File: src/sv/osds_pkg.sv
// Package for the OBEX service descriptor scanner.
// Holds the transaction payload types, register indexes, status codes and
// descriptor layout constants. Depends on nothing.
package osds_pkg;

  localparam int UUID_BYTES         = 16;
  localparam int MIN_SERVICE_LENGTH = 22;

  // Byte offsets inside the service identifier descriptor.
  localparam int OFF_ROLE   = 3;
  localparam int OFF_UUID   = 4;
  localparam int OFF_VER_HI = OFF_UUID + UUID_BYTES;
  localparam int OFF_VER_LO = OFF_VER_HI + 1;

  localparam int CFG_IDX_W  = 8;
  localparam int CFG_DATA_W = 64;

  localparam logic [CFG_IDX_W-1:0] REG_CS_INTERFACE_TYPE  = CFG_IDX_W'(0);
  localparam logic [CFG_IDX_W-1:0] REG_SERVICE_ID_SUBTYPE = CFG_IDX_W'(1);
  localparam logic [CFG_IDX_W-1:0] REG_DEFAULT_UUID_UPPER = CFG_IDX_W'(2);
  localparam logic [CFG_IDX_W-1:0] REG_DEFAULT_UUID_LOWER = CFG_IDX_W'(3);

  localparam logic [1:0] STATUS_NOT_FOUND = 2'd0;
  localparam logic [1:0] STATUS_FOUND     = 2'd1;
  localparam logic [1:0] STATUS_MALFORMED = 2'd2;

  typedef struct packed {
    logic [7:0] data_byte;
    logic       end_of_buffer;
  } in_item_t;

  typedef struct packed {
    logic [1:0]  scan_status;
    logic [7:0]  service_role;
    logic [63:0] uuid_upper;
    logic [63:0] uuid_lower;
    logic [15:0] service_version;
    logic        uuid_is_default;
  } out_item_t;

endpackage

File: src/sv/obex_service_descriptor_scanner.sv
// Top level of the OBEX service descriptor scanner.
// Walks a descriptor buffer byte by byte and reports the service identifier.
// Depends on osds_pkg.
//
// Usage:
//   The input channel carries one buffer byte per transaction together with
//   an end-of-buffer mark. The block walks the length-prefixed descriptors
//   and keeps the role, UUID and version of the first complete service
//   identifier descriptor. A transaction with the end mark yields exactly one
//   result on the output channel: not found, found or malformed; others
//   yield none. The scan state then returns to its reset condition.
//   One byte is accepted every cycle while no end-marked byte is stalled. The result
//   appears in the output register in the cycle after its final byte is
//   accepted. All per-byte work is a counter compare and a byte compare
//   between the state registers and the result register.
//   If the receiver stalls a waiting result, bytes without the end mark are
//   still accepted; only a byte carrying the end mark is stalled until the
//   result has been taken.
//   The configuration channel is always ready; writes are meant for idle
//   periods. Reset restores the default register values and clears the scan.
module obex_service_descriptor_scanner (
  input  logic                           clk_i,
  input  logic                           rst_ni,
  input  logic                           in_valid_i,
  output logic                           in_stall_o,
  input  osds_pkg::in_item_t             in_data_i,
  output logic                           out_valid_o,
  input  logic                           out_stall_i,
  output osds_pkg::out_item_t            out_data_o,
  input  logic                           cfg_valid_i,
  output logic                           cfg_ready_o,
  input  logic [osds_pkg::CFG_IDX_W-1:0] cfg_index_i,
  input  logic [osds_pkg::CFG_DATA_W-1:0] cfg_data_i
);
  import osds_pkg::*;

  // Configuration registers.
  logic [7:0]   cs_type_q;
  logic [7:0]   subtype_q;
  logic [127:0] dflt_uuid_q;

  // Scan state.
  logic [7:0]   off_q, off_d;
  logic [7:0]   len_q, len_d;
  logic         cand_q, cand_d;
  logic         found_q, found_d;
  logic         mal_q, mal_d;
  logic         match_q, match_d;
  logic [7:0]   role_q, role_d;
  logic [127:0] uuid_q, uuid_d;
  logic [15:0]  ver_q, ver_d;

  logic         out_valid_q;
  out_item_t    out_q, res;

  logic         in_acc;
  logic         res_load;
  logic [7:0]   b;
  logic [3:0]   uuid_idx;
  logic [7:0]   dflt_byte;
  logic [8:0]   nxt;
  logic         cand_sel;

  assign cfg_ready_o = 1'b1;

  // A byte with the end mark needs the result register free.
  assign in_stall_o = out_valid_q & out_stall_i & in_data_i.end_of_buffer;
  assign in_acc     = in_valid_i & ~in_stall_o;
  assign res_load   = in_acc & in_data_i.end_of_buffer;

  assign b         = in_data_i.data_byte;
  assign uuid_idx  = 4'(off_q - 8'(OFF_UUID));
  assign dflt_byte = dflt_uuid_q[{~uuid_idx, 3'b000} +: 8];
  assign cand_sel  = cand_q && (b == subtype_q) &&
                     (len_q >= 8'(MIN_SERVICE_LENGTH)) && !found_q;

  always_comb begin
    off_d   = off_q;
    len_d   = len_q;
    cand_d  = cand_q;
    found_d = found_q;
    mal_d   = mal_q;
    match_d = match_q;
    role_d  = role_q;
    uuid_d  = uuid_q;
    ver_d   = ver_q;
    nxt     = {1'b0, off_q} + 9'd1;
    if (!mal_q) begin
      if (off_q == 8'd0) begin
        len_d  = b;
        cand_d = 1'b0;
        if (b == 8'd0) begin
          mal_d = 1'b1;
        end
      end else if (off_q == 8'd1) begin
        cand_d = (b == cs_type_q);
      end else if (off_q == 8'd2) begin
        cand_d = cand_sel;
        if (cand_sel) begin
          match_d = 1'b1;
        end
      end else if (cand_q) begin
        if (off_q == 8'(OFF_ROLE)) begin
          role_d = b;
        end else if (off_q >= 8'(OFF_UUID) && off_q < 8'(OFF_VER_HI)) begin
          for (int i = 0; i < UUID_BYTES; i++) begin
            if (uuid_idx == 4'(i)) begin
              uuid_d[8*(UUID_BYTES-1-i) +: 8] = b;
            end
          end
          if (b != dflt_byte) begin
            match_d = 1'b0;
          end
        end else if (off_q == 8'(OFF_VER_HI)) begin
          ver_d = {b, 8'h00};
        end else if (off_q == 8'(OFF_VER_LO)) begin
          ver_d   = {ver_q[15:8], b};
          found_d = 1'b1;
          cand_d  = 1'b0;
        end
      end
      if (!mal_d) begin
        off_d = (nxt >= {1'b0, len_d}) ? 8'd0 : nxt[7:0];
      end
    end
  end

  always_comb begin
    res = '0;
    if (mal_d) begin
      res.scan_status = STATUS_MALFORMED;
    end else if (found_d) begin
      res.scan_status     = STATUS_FOUND;
      res.service_role    = role_d;
      res.uuid_upper      = uuid_d[127:64];
      res.uuid_lower      = uuid_d[63:0];
      res.service_version = ver_d;
      res.uuid_is_default = match_d;
    end else begin
      res.scan_status = STATUS_NOT_FOUND;
    end
  end

  always_ff @(posedge clk_i or negedge rst_ni) begin
    if (!rst_ni) begin
      cs_type_q   <= 8'd36;
      subtype_q   <= 8'd25;
      dflt_uuid_q <= '0;
    end else if (cfg_valid_i && cfg_ready_o) begin
      case (cfg_index_i)
        REG_CS_INTERFACE_TYPE:  cs_type_q <= cfg_data_i[7:0];
        REG_SERVICE_ID_SUBTYPE: subtype_q <= cfg_data_i[7:0];
        REG_DEFAULT_UUID_UPPER: dflt_uuid_q[127:64] <= cfg_data_i;
        REG_DEFAULT_UUID_LOWER: dflt_uuid_q[63:0] <= cfg_data_i;
        default: ;
      endcase
    end
  end

  // Control state; the stored descriptor bytes are only read once found.
  always_ff @(posedge clk_i or negedge rst_ni) begin
    if (!rst_ni) begin
      off_q   <= '0;
      len_q   <= '0;
      cand_q  <= 1'b0;
      found_q <= 1'b0;
      mal_q   <= 1'b0;
      match_q <= 1'b1;
    end else if (res_load) begin
      off_q   <= '0;
      len_q   <= '0;
      cand_q  <= 1'b0;
      found_q <= 1'b0;
      mal_q   <= 1'b0;
      match_q <= 1'b1;
    end else if (in_acc) begin
      off_q   <= off_d;
      len_q   <= len_d;
      cand_q  <= cand_d;
      found_q <= found_d;
      mal_q   <= mal_d;
      match_q <= match_d;
    end
  end

  always_ff @(posedge clk_i) begin
    if (in_acc) begin
      role_q <= role_d;
      uuid_q <= uuid_d;
      ver_q  <= ver_d;
    end
    if (res_load) begin
      out_q <= res;
    end
  end

  always_ff @(posedge clk_i or negedge rst_ni) begin
    if (!rst_ni) begin
      out_valid_q <= 1'b0;
    end else if (res_load) begin
      out_valid_q <= 1'b1;
    end else if (!out_stall_i) begin
      out_valid_q <= 1'b0;
    end
  end

  assign out_valid_o = out_valid_q;
  assign out_data_o  = out_q;

  a_off_in_range: assert property (@(posedge clk_i) disable iff (!rst_ni)
    (off_q != 8'd0) |-> (off_q < len_q))
    else $error("descriptor offset not below descriptor length");

  a_mal_parks: assert property (@(posedge clk_i) disable iff (!rst_ni)
    mal_q |-> (off_q == 8'd0))
    else $error("offset moved after a zero-length descriptor");

  a_res_from_end: assert property (@(posedge clk_i) disable iff (!rst_ni)
    $rose(out_valid_q) |-> $past(res_load))
    else $error("result appeared without a final byte");

  a_status_code: assert property (@(posedge clk_i) disable iff (!rst_ni)
    out_valid_q |-> (out_q.scan_status == STATUS_NOT_FOUND ||
                     out_q.scan_status == STATUS_FOUND ||
                     out_q.scan_status == STATUS_MALFORMED))
    else $error("undefined scan status in result register");

endmodule
File: config.mk
export PLATFORM = sky130hd
export DESIGN_NAME = obex_service_descriptor_scanner
export DESIGN_NICKNAME = d
export VERILOG_FILES = /design/src/sv/osds_pkg.sv /design/src/sv/obex_service_descriptor_scanner.sv
export SDC_FILE = /design/constraint.sdc
export NUM_CORES = 1
export LEC_CHECK = 0
export BUFFER_PORTS_ARGS = -buffer_cell sky130_fd_sc_hd__buf_2
export CAP_MARGIN = 5
export CORE_MARGIN = 3
export CORE_UTILIZATION = 25
export DETAILED_ROUTE_END_ITERATION = 8
export GPL_TIMING_DRIVEN = 0
export MAX_ROUTING_LAYER = met4
export PLACE_DENSITY = 0.48
export SLEW_MARGIN = 20
export SYNTH_ARGS = -nofsm -noshare
export SYNTH_HDL_FRONTEND = slang
export SYNTH_SLANG_ARGS = --single-unit
File: constraint.sdc
create_clock -name clk_i -period 13.35 [get_ports clk_i]
set_input_delay 1.335 -clock clk_i [delete_from_list [all_inputs] [get_ports clk_i]]
set_output_delay 1.335 -clock clk_i [all_outputs]
set_load 0.005 [all_outputs]
==> results_dict.tcl <==
set metrics [dict create \
    grt_first_pass_wirelength_um 86130 \
    placementRows 105 \
    regToRegEndpoint "off_q[1]" \
    timing.hold.worst.start "out_valid_o" \
    final-max-slew-violation-count 0 \
    tritoncts.num_buffers 53 \
    fin_skew_ps 27.50 \
    report.final.setup_viol 0 \
    globalRoute.totalOverflow 0 \
    slew_headroom_pct 31.11 \
    timing_hold_violations_final 0 \
    fp.dieW_um 295.0 \
    via_per_inst 4.478 \
    crit_buf_inv 4 \
    min_path_type "flip-flop to flip-flop" \
    postRouteAntennaNets 0 \
    rrSetupSlack_ps 8170 \
    post-synth-top-area-cell "sky130_fd_sc_hd__edfxtp_1" \
    final.setup.worst_slack_ps 8165 \
    synth.yosys.warnings 0 \
    drt_first_pass_iters 7 \
    critical_path_cell_by_cell "clkbuf_1 > inv_1 > clkbuf_1 > ha_1 > clkbuf_1 > nor3b_4 > nand2_1 > mux2_2 > ha_1 > nand2b_1 > a21o_1 > a21o_1 > a211oi_1 > o21a_1 > o21ai_0 > o21ai_0" \
    cp.required_ps 13870 \
    synth-seq-area-share_pct 63.98 \
    min_period_over_period_pct 38.84 \
    synth_largest_type_area_fraction_pct 44.16 \
    antenna_found_initial 12 \
    path_clk_slew_ps 60 \
    grt_setup_unrepaired "false" \
    initialDrtViolationCount 645 \
    dpl_worst_slack_ps 7945 \
    cts_max_path_buffers 3 \
    cts_resized 0 \
    min_period_ps 5185 \
    power.share.combinational_pct 11.2 \
    max-cap-violations 0 \
    min_delay_path_depth 1 \
    power_density_nw_per_um2 140.2 \
    placement.io_buffers 236 \
    cts_setup_buffers 0 \
    synth.avg_cell_area_um2 15.70 \
    layout.area.seq_um2 13360 \
    outcome "complete, no violations" \
    cp_top_family "buffers and inverters" \
    multi_input_area_um2 7077 \
    internal_power_uw 2673 \
    ys_ff_latch 472 \
    detailroute.via_count 12290 \
    final_layout_size_suffix_gt1_share_pct 43.16 \
    area_growth_pct 21.77 \
    num-nets-final 1732 \
    totalWireLength_um 58800 \
    synth_ff_type "sky130_fd_sc_hd__edfxtp_1" \
    switching_share_pct 24.99 \
    clockPowerShare_pct 41.7 \
    crit_path_top_delay_cell "sky130_fd_sc_hd__clkbuf_1" \
    synth.net_count 1433 \
    cts_max_level 2 \
    critical_path.reg2reg.startpoint "off_q[2]" \
    fmax_ghz 0.1929 \
    worst-r2r-cell-count 16 \
    mappedNetlistArea_um2 20880 \
    drt-wirelength-per-cell_um 21.42 \
    synth.distinct_cells 69 \
    cts-root-buf "sky130_fd_sc_hd__clkbuf_16" \
    place.gp.congestion 0.8088 \
    worst-setup-path-type "flip-flop to flip-flop" \
    grt_use_total_pct 13.80 \
    synth_area_leaders "sky130_fd_sc_hd__edfxtp_1, sky130_fd_sc_hd__dfrtp_1, sky130_fd_sc_hd__mux2_2" \
    fill_cells 8163 \
    drt_drc_violations_left 0 \
    cts_hold_buffers 0 \
    number_of_top_level_design_ports 244 \
    timing.critical_path.from_type "flip-flop" \
    netSwitchingPower_uw 890.6 \
    grt_max_degree 72 \
    design.die.area_um2 87000 \
    critical_path_arrival_ps 5700 \
    asyncSetResetFlopFracSynth_pct 34.96 \
    grt_pass1_vias 12910 \
    netlist_instances 1330 \
    crit_fanout 12 \
    tightest_slew_ps 1033 \
    leakage_uw 0.01035 \
    clock_tree_from_tritoncts "built" \
    min_hold_slack_ps 492.8 \
    post_layout_nonfiller_instances 2745 \
    cts.sink_count 472 \
    stage_delay_of_the_slowest_cell_on_the_critical_path_ps 600 \
    coreArea_um2 82370 \
    timing.hold.worst_endpoint "out_valid_o" \
    timing.critical_path.to_type "flip-flop" \
    pwr-share-seq_pct 47.1 \
    fp.dieH_um 295.0 \
    place_inst 2644 \
    synth_edf_count 307 \
    insertion_delay_ps 620 \
    worst_ir_drop_vdd_uv 76.46 \
    dp_hpwl_um 41640 \
    initial_util_pct 25.34 \
    cp_common_cell "sky130_fd_sc_hd__clkbuf_1" \
]
## flip-flops by register name, indices dropped and copies added (netlist names)
signal,cells
cand_q,1
cs_type_q,8
dflt_uuid_q,128
found_q,1
len_q,8
mal_q,1
match_q,1
off_q,8
out_data_o,155
out_valid_o,1
role_q,8
subtype_q,8
uuid_q,128
ver_q,16
## power by group through the flow
| stage | clock network [uW] | logic (uW) | registers [uW] |
|---|---|---|---|
| finish | 1490 | 398 | 1680 |
| global route | 1600 | 437 | 1690 |
| floorplan | 0 | 249 | 1710 |
| CTS | 1550 | 406 | 1680 |
| global placement | 0 | 389 | 1720 |
| detailed placement | 0 | 404 | 1710 |
## routing by layer
metal	routed length, um	global-route usage [%]	vias up
met2	28190	22.67	352
met5	0	-	-
met3	3019	2.291	106
li1	-	-	5556
met1	26310	17.90	6278
met4	1283	3.201	0
## layout make-up
class                      instances  share of cell area [%]
antenna                            2                 0.01969
buffer                            83                   1.570
clock buffer                      66                   5.685
clock inverter                    33                   1.363
inverter                          15                  0.2215
multi-input combinational        760                   27.84
sequential                       472                   52.54
tap                             1070                   5.267
timing repair buffer             244                   5.493
## how the worst max path moves through the flow
stage / end / slack (ps) / depth (start not counted) / start
3_3_place_gp: out_data_o[43] / -1590 / 5 / in_data_i[0]
2_1_floorplan: out_data_o[0] / 2970 / 4 / in_data_i[0]
3_5_place_dp: off_q[1] / 7950 / 8 / in_data_i[8]
6_report: off_q[1] / 8170 / 16 / off_q[2]
4_1_cts: off_q[1] / 8200 / 16 / off_q[2]
5_1_grt: off_q[1] / 7790 / 16 / off_q[2]
## logic make-up (layout without fill, tap and decap cells)
kind of cell               after synthesis  count (layout)  share of synthesized area (%)
DFF                                    472             472                          63.98
muxes                                  338             338                          20.28
and+or+nand+nor                        301             301                          8.877
buffers and inverters                   98             441                          2.164
AOI/OAI and AO/OA                       79              79                          2.661
xor gates and xnor gates                24              24                          1.007
adders and majority gates               17              17                          1.019
other                                    1               3                        0.01796
## metrics by stage
step	util, %	total power, uW	cell area (um2)	TNS (ps)
2_1_floorplan	-	1955	20880	0
3_5_place_dp	28.67	2114	23620	0
6_report	30.86	3564	25420	0
5_1_grt	30.86	3723	25420	0
3_3_place_gp	28.40	2109	23390	-247600
4_1_cts	30.85	3634	25410	0
## placed cells by master (no fill, tap or decap), types with 5 or more instances in the layout
cell                        synthesis  final
sky130_fd_sc_hd__mux4_2            32     32
sky130_fd_sc_hd__xor2_1            11     11
sky130_fd_sc_hd__nor2b_1            7      7
sky130_fd_sc_hd__buf_1             12     12
sky130_fd_sc_hd__clkbuf_1          34     39
sky130_fd_sc_hd__inv_1             14     14
sky130_fd_sc_hd__o21ai_0           21     21
sky130_fd_sc_hd__dfrtp_1          159    159
sky130_fd_sc_hd__mux2_2           263    263
sky130_fd_sc_hd__ha_1              17     17
sky130_fd_sc_hd__bufinv_16          0      5
sky130_fd_sc_hd__nand3_4            8      8
sky130_fd_sc_hd__nor4_1             8      7
sky130_fd_sc_hd__dfstp_2            6      6
sky130_fd_sc_hd__mux2_4            24     24
sky130_fd_sc_hd__a21oi_1            9      9
sky130_fd_sc_hd__and2_1           151    150
sky130_fd_sc_hd__buf_4              5      5
sky130_fd_sc_hd__nand2b_1           7      7
sky130_fd_sc_hd__o211ai_1           5      5
sky130_fd_sc_hd__clkinv_2           0     11
sky130_fd_sc_hd__nor2_1            24     24
sky130_fd_sc_hd__nand3_1            6      6
sky130_fd_sc_hd__clkinv_1           0      8
sky130_fd_sc_hd__nand3_2            5      5
sky130_fd_sc_hd__buf_16             0      6
sky130_fd_sc_hd__buf_2             28    263
sky130_fd_sc_hd__nand2_1           44     44
sky130_fd_sc_hd__clkbuf_8           0      7
sky130_fd_sc_hd__mux2i_1           19     19
sky130_fd_sc_hd__clkbuf_16          0     53
sky130_fd_sc_hd__nor3_1            10     10
sky130_fd_sc_hd__xnor2_1           13     13
sky130_fd_sc_hd__nand4_1            5      5
sky130_fd_sc_hd__edfxtp_1         307    307
## synthesized netlist by cell type, drive strengths merged (2+ instances only)
cell type	instances
nand3b	4
mux2i	19
or2	4
nor4	8
and3	3
a31oi	2
nor2b	7
o22ai	2
o211ai	5
a21boi	3
nor3	10
a2111oi	2
dfrtp	159
mux4	32
a21oi	9
o21ai	25
or3	5
nor3b	3
o21a	2
nand4b	3
a211oi	4
nor2	25
dfstp	6
a22oi	4
inv	15
a32oi	2
o221ai	4
xor2	11
nand2b	7
clkbuf	34
edfxtp	307
ha	17
nand4	5
and2	151
nand3	19
buf	49
a21o	3
nand2	44
a32o	3
xnor2	13
mux2	287
(Power assumes the default switching activity.)
